## src/rtl/nafir_pkg.sv

```systemverilog
package nafir_pkg;

   localparam int SAMPLE_W = 16;
   localparam int WEIGHT_W = 32;
   localparam int STEP_W = 16;
   localparam int REG_W = 32;
   localparam int CSR_INDEX_W = 1;

   // Gain numerator is step_size * 2^44; quotient carries 30 fraction bits.
   localparam int STEP_SHIFT = 44;
   localparam int NUM_W = STEP_W + STEP_SHIFT;
   localparam int ALPHA_FRAC = 30;
   localparam int DIV_CNT_W = 6;

   localparam logic [CSR_INDEX_W-1:0] CSR_STEP_SIZE = 1'b0;
   localparam logic [CSR_INDEX_W-1:0] CSR_REGULARIZER = 1'b1;

   localparam logic [STEP_W-1:0] STEP_SIZE_RESET = 16'd66;
   localparam logic [REG_W-1:0] REGULARIZER_RESET = 32'd11;

   localparam logic signed [SAMPLE_W-1:0] SAMPLE_MAX = 16'sh7FFF;
   localparam logic signed [SAMPLE_W-1:0] SAMPLE_MIN = -16'sh8000;

   typedef struct packed {
      logic signed [SAMPLE_W-1:0] reference_sample;
      logic signed [SAMPLE_W-1:0] desired_sample;
   } req_word_type;

   typedef struct packed {
      logic signed [SAMPLE_W-1:0] filter_output;
      logic signed [SAMPLE_W-1:0] error_output;
   } rsp_word_type;

   typedef struct packed {
      logic busy;
      logic done;
   } div_status_type;

   typedef enum logic [5:0] {
      S_CLEAR = 6'b000001,
      S_IDLE  = 6'b000010,
      S_SUM   = 6'b000100,
      S_DIV   = 6'b001000,
      S_UPD   = 6'b010000,
      S_POST  = 6'b100000
   } state_type;

endpackage

```

## src/rtl/nafir_div.sv

```systemverilog
module nafir_div #(
   parameter int DEN_W = 36
) (
   input  logic                         clock,
   input  logic                         reset,
   input  logic                         start,
   input  logic [nafir_pkg::STEP_W-1:0] step,
   input  logic [DEN_W-1:0]             den,
   output nafir_pkg::div_status_type    status,
   output logic [nafir_pkg::NUM_W-1:0]  quot
);
   import nafir_pkg::*;

   logic                 busy_ff, busy_in;
   logic                 done_ff, done_in;
   logic [DIV_CNT_W-1:0] cnt_ff, cnt_in;
   logic [DEN_W-1:0]     rem_ff, rem_in;
   logic [DEN_W-1:0]     den_ff, den_in;
   logic [NUM_W-1:0]     q_ff, q_in;
   logic                 zero_ff, zero_in;
   logic [DEN_W:0]       trial;
   logic [DEN_W:0]       diff;

   // One quotient bit a cycle, restoring form.
   assign trial = {rem_ff, q_ff[NUM_W-1]};
   assign diff = trial - {1'b0, den_ff};

   always_comb begin
      busy_in = busy_ff;
      done_in = 1'b0;
      cnt_in = cnt_ff;
      rem_in = rem_ff;
      den_in = den_ff;
      q_in = q_ff;
      zero_in = zero_ff;
      if (start) begin
         busy_in = 1'b1;
         cnt_in = DIV_CNT_W'(NUM_W);
         rem_in = '0;
         den_in = den;
         q_in = {step, STEP_SHIFT'(0)};
         zero_in = (den == '0);
      end else if (busy_ff) begin
         if (!diff[DEN_W]) begin
            rem_in = diff[DEN_W-1:0];
            q_in = {q_ff[NUM_W-2:0], 1'b1};
         end else begin
            rem_in = trial[DEN_W-1:0];
            q_in = {q_ff[NUM_W-2:0], 1'b0};
         end
         cnt_in = cnt_ff - 1'b1;
         if (cnt_ff == DIV_CNT_W'(1)) begin
            busy_in = 1'b0;
            done_in = 1'b1;
         end
      end
   end

   always_ff @(posedge clock) begin
      if (reset) begin
         busy_ff <= 1'b0;
         done_ff <= 1'b0;
         cnt_ff <= '0;
      end else begin
         busy_ff <= busy_in;
         done_ff <= done_in;
         cnt_ff <= cnt_in;
      end
      rem_ff <= rem_in;
      den_ff <= den_in;
      q_ff <= q_in;
      zero_ff <= zero_in;
   end

   // A zero divisor only happens with an all-zero line: drop the gain.
   assign quot = zero_ff ? '0 : q_ff;
   assign status.busy = busy_ff;
   assign status.done = done_ff;

`ifndef SYNTH
   a_start_busy: assert property (@(posedge clock) disable iff (reset)
      start |=> busy_ff) else $error("divider did not start");
   a_done_after_busy: assert property (@(posedge clock) disable iff (reset)
      done_ff |-> $past(busy_ff)) else $error("divider done without run");
   a_idle_count: assert property (@(posedge clock) disable iff (reset)
      !busy_ff |-> cnt_ff == '0) else $error("divider count left over");
`endif

endmodule

```

## config.mk

```make
export PLATFORM = sky130hd
export DESIGN_NAME = nafir_div
export DESIGN_NICKNAME = d
export VERILOG_FILES = /design/src/rtl/nafir_pkg.sv /design/src/rtl/nafir_div.sv
export SDC_FILE = /design/constraint.sdc
export NUM_CORES = 1
export LEC_CHECK = 0
export ABC_AREA = 1
export BUFFER_PORTS_ARGS = -buffer_cell sky130_fd_sc_hd__buf_2
export CAP_MARGIN = 10
export CORE_UTILIZATION = 55
export DETAILED_ROUTE_END_ITERATION = 16
export GPL_TIMING_DRIVEN = 1
export PLACE_DENSITY = 0.77
export SLEW_MARGIN = 20
export SYNTH_ARGS = -nofsm -noshare
export SYNTH_HDL_FRONTEND = slang
export SYNTH_SLANG_ARGS = --single-unit
export TNS_END_PERCENT = 50
```

## constraint.sdc

```tcl
create_clock -name clock -period 3.04 [get_ports clock]
set_input_delay 0.152 -clock clock [delete_from_list [all_inputs] [get_ports clock]]
set_output_delay 0.152 -clock clock [all_outputs]
set_load 0.05 [all_outputs]
```

=== Word-level counts from Yosys, hierarchy flattened ===
Index checks and enable logic that the tools add are counted.

* Bits of input ports: 55
* Register bits after elaboration: 141

* Bitwise gates (word level): 1
* Mux-type cells: 11
* Equal/unequal tests: 1
* $add $sub $neg: 2
* Reductions and logical operators: 4

{| class="wikitable"
|+ Operators with widths
! cell !! number
|-
| $mux 60 || 3
|-
| $sub 37x36->37 || 1
|-
| $logic_not 36->1 || 1
|-
| $mux 36 || 1
|-
| $mux 6 || 2
|-
| $eq 6x1->1 const B || 1
|-
| $sub 6x1->6 const B || 1
|-
| $mux 1 || 5
|-
| $reduce_or 3->1 || 1
|-
| $reduce_bool 2->1 || 1
|-
| $reduce_or 2->1 || 1
|-
| $not 1->1 || 1
|}

=== Longest topological paths before layout ===
* Depth in word-level cells: 4
* Gate-level depth with buffers: 19
* Mapped depth without buffers: 18

=== Worst setup path after synthesis ===
Ideal clock, no wire load.

* Kind: flip-flop to flip-flop
* Start: register q_ff[59]
* End: register rem_ff[10]
* Path slack: 769 ps
* Cell stages (with the launch flop): 16
* Arrival: 2157 ps
* Library setup time: 114 ps
* Cells stage by stage: edfxtp_1 inv_1 ha_1 inv_1 fa_1 nand3_1 nand3_1 nand4_1 nand3_2 nand2_2 nand3_1 nand2_4 buf_6 nand2_1 nand3_1 nand2_1

* Longest elaborated chain between the ends: 2

{| class="wikitable"
|+ RTL lines
! element !! line !! RTL
|-
| start, declared || nafir_div.sv:19 || <nowiki>logic [NUM_W-1:0] q_ff, q_in;</nowiki>
|-
| start signal, assigned || nafir_div.sv:71 || <nowiki>q_ff <= q_in;</nowiki>
|-
| $sub 37x36->37 || nafir_div.sv:26 || <nowiki>assign diff = trial - {1'b0, den_ff};</nowiki>
|-
| $mux 36 || nafir_div.sv:44 || <nowiki>if (!diff[DEN_W]) begin</nowiki>
|-
| end signal, assigned || nafir_div.sv:69 || <nowiki>rem_ff <= rem_in;</nowiki>
|-
| end, declared || nafir_div.sv:17 || <nowiki>logic [DEN_W-1:0] rem_ff, rem_in;</nowiki>
|}

No other way between the ends.
A chain may end at the register's enable or synchronous reset.

=== Worst setup path after layout ===
* Start: register q_ff[59]
* End: register rem_ff[31]

Same word-level chain as after synthesis.

==> impl_results.md <==
- DR WL met2: ~10 mm
- RSZ-0062 raised after global routing: false
- CTS tree: built
- Vias per cell: 5.11
- Register bit count reported by yosys: 141
- Clock transition at path regs: roughly 0.07 ns
- Clock power share: 44.6%
- Die X: 124 um
- Cell Area, Synth: 8190 um2
- Setup Crit Path Kind: reg2reg
- Antenna Nets Post-Route: 0
- Critical path arrival: slightly above 3 ns
- Critical path fanouts, max: 36
- Buffer depth of the longest clock path: 2
- Final nets: 1408
- Final setup viols: 0
- WL/cell: 13.8 um
- Sequential share of the synthesized area: 40.9%
- Type of origin of the critical path: flop
- Max layer used: met4
- I/O Buffers: 116
- Setup tns final: 0 ns
- Overflow after GRT: 0
- Resized Gates After CTS: 0
- Rows: 44
- Hold Path Class: in2reg
- First-pass GRT wire length: 33.9 mm
- Vias in the first global route: 7381
- Final core occ: 68.6%
- Post-synth ARST share: 0%
- Final hold viol count: 0
- Largest net degree at the start of global routing: 61
- Req. time, crit path: 3.37 ns
- Ys Warns: 0
- Commonest cells after routing, fill and taps aside: nand2_1, inv_1, nor2_1
- Leakage: 5.01 nW
- CTS sink count: 141
- Iteration count of the initial detailed-routing pass: 6
- Syn Area/Cell: 7.07 um2
- M1 WL: 9.17 mm
- Fraction of layout cells with a size suffix above 1: 14.2%
- Max rail drop VDD: between 400 and 500 uV
- Crit path time final: 2.71 ns
- Iter 0 DRT Violations: between 400 and 500
- Largest area contributor in the netlist: dfxtp_1
- Postcts setup bufs: 0
- EDFF count, synth: 53
- Root buffer cell: clkbuf_16
- Status: finished, final reports clean
- Setup Skew: ~0.014 ns
- Fmax: 369 MHz
- Setup ws final: 0.327 ns
- Min Hold Slack: 0.0128 ns
- Residual DRC count: 0
- Total die area: ~15000 um2
- HPWL after DPL: roughly 15 mm
- Placed cells: around 1400
- Synth top area cells: dfxtp_1, edfxtp_1, nand2_1
- Sw Pwr: 0.00135 W
- Yosys top cell area share: 21.5%
- DP Worst Slack: 0.322 ns
- GRT Total Usage: 28.4%
- Final wirelength: around 21 mm
- Total CTS buffers: 17
- Io pins: 117
- Worst Setup End Kind: flop
- Syn Inst Count: 1159
- PwrDens: 468 nW/um2
- Clk_lat worst skew: 0.44 ns
- Sw frac: 28.8%
- Initial antenna violation count: 0
- Seq pwr share: around 44%
- Wire length on met3: 1.27 mm
- Core area: 14500 um2
- Final Non-Filler Cells: 1511
- Syn_nets: 1253
- Most common cell after layout, fill and taps aside: nand2_1
- Combinational Power Share: 11.3%
- Int Pwr: 0.00332 W
- Final Wtd Congestion: 0.979
- Yosys cell types: 37
- Die Y: 124 um
- Area Growth Syn to Fin: 21.7%
- Final Slew Violations: 0
- H-tree Lvls: 4
- Worst-Margin Slew: around 0.81 ns
- Initial Util: between 50% and 60%
- Antenna cells: 0
- Vias: 7717
- Final worst-path cycle share: 89.2%
- Slew headroom: 46.1%
- Predominant post-synthesis flop cell: dfxtp_1
- # Max-Cap Violations: 0
==> layer usage <==
layer	track usage [%]	vias to the layer above
met5	0	-
met4	11.3	0
met3	6.59	32
li1	-	3982
met1	33.7	3471
met2	49.4	232
==> stage by stage <==
| stage | power [W] | instance area (um2) |
|---|---|---|
| final | 0.00467 | 9970 |
| after global routing | 0.00484 | 9970 |
| after CTS | 0.00468 | 9970 |
| after detailed placement | 0.00257 | 8900 |
| after global placement | 0.00257 | 8900 |
| after floorplan | 0.00242 | 8190 |
==> synthesized netlist by cell type, types with 3 or more instances <==
library cell	number
a21oi_1	39
a21oi_2	3
buf_6	4
clkbuf_1	27
dfxtp_1	88
edfxtp_1	53
ha_1	38
inv_1	193
inv_2	6
nand2_1	338
nand2_2	18
nand3_1	64
nand4_1	12
nor2_1	128
nor3_1	5
nor4_1	9
o21a_1	4
o21ai_0	39
o21bai_1	6
o22ai_1	43
xnor2_1	18
xor2_1	4
==> final cells by class <==
type	instances	area, um2
Multi-Input combinational cell	784	3910
Sequential cell	141	3350
Fill cell	1282	4570
Clock inverter	15	160
Inverter	199	747
Clock buffer	17	425
Timing Repair Buffer	171	1140
Tap cell	184	230
==> worst paths after layout <==
path | startpoint | to | slack (ns) | cells past startpoint
setup / recovery | q_ff[59] | rem_ff[31] | 0.33 | 16
hold / removal | step[13] | q_ff[57] | 0.01 | 3
setup reg to reg | q_ff[59] | rem_ff[31] | 0.33 | 16
hold reg to reg | rem_ff[5] | rem_ff[5] | 0.47 | 2
==> flip-flops by register name (all words and copies together) (netlist names) <==
register / count
q_ff: 60
den_ff: 36
rem_ff: 36
cnt_ff: 6
busy_ff: 1
done_ff: 1
zero_ff: 1
==> timing repair <==
item | 4_1_cts | 5_1_grt
hold buffers | 48 | 0
hold endpoints to repair | 49 | 0
endpoints found under the setup margin | 0 | 0
==> critical path: stages (launching register included) <==
cell      delay, ns
edfxtp_1       0.37
inv_1          0.12
ha_1           0.19
inv_1          0.07
fa_1           0.42
nand3_1        0.09
nand3_1        0.16
nand4_1        0.16
nand3_2        0.10
nand2_2        0.09
nand2_2        0.06
nand2_1        0.12
nand2_4        0.24
nand2_2        0.23
nand2_1        0.08
nand2_1        0.07
nand2_1        0.04
==> kinds of logic after synthesis <==
family          share of synthesized area, %
fa+ha+maj                               6.05
buf+inv                                 11.3
xor+xnor                                2.35
flops                                   40.9
simple gates                            29.4
compound gates                          9.96
==> power groups by stage <==
stage | Sequential (W) | Combinational [W] | Clock, W
after global placement | 0.00210 | 0.000470 | 0
final | 0.00206 | 0.000529 | 0.00208
after CTS | 0.00206 | 0.000523 | 0.00210
after floorplan | 0.00209 | 0.000332 | 0
after detailed placement | 0.00210 | 0.000472 | 0
after global routing | 0.00206 | 0.000584 | 0.00219
(Power assumes the default switching activity.)
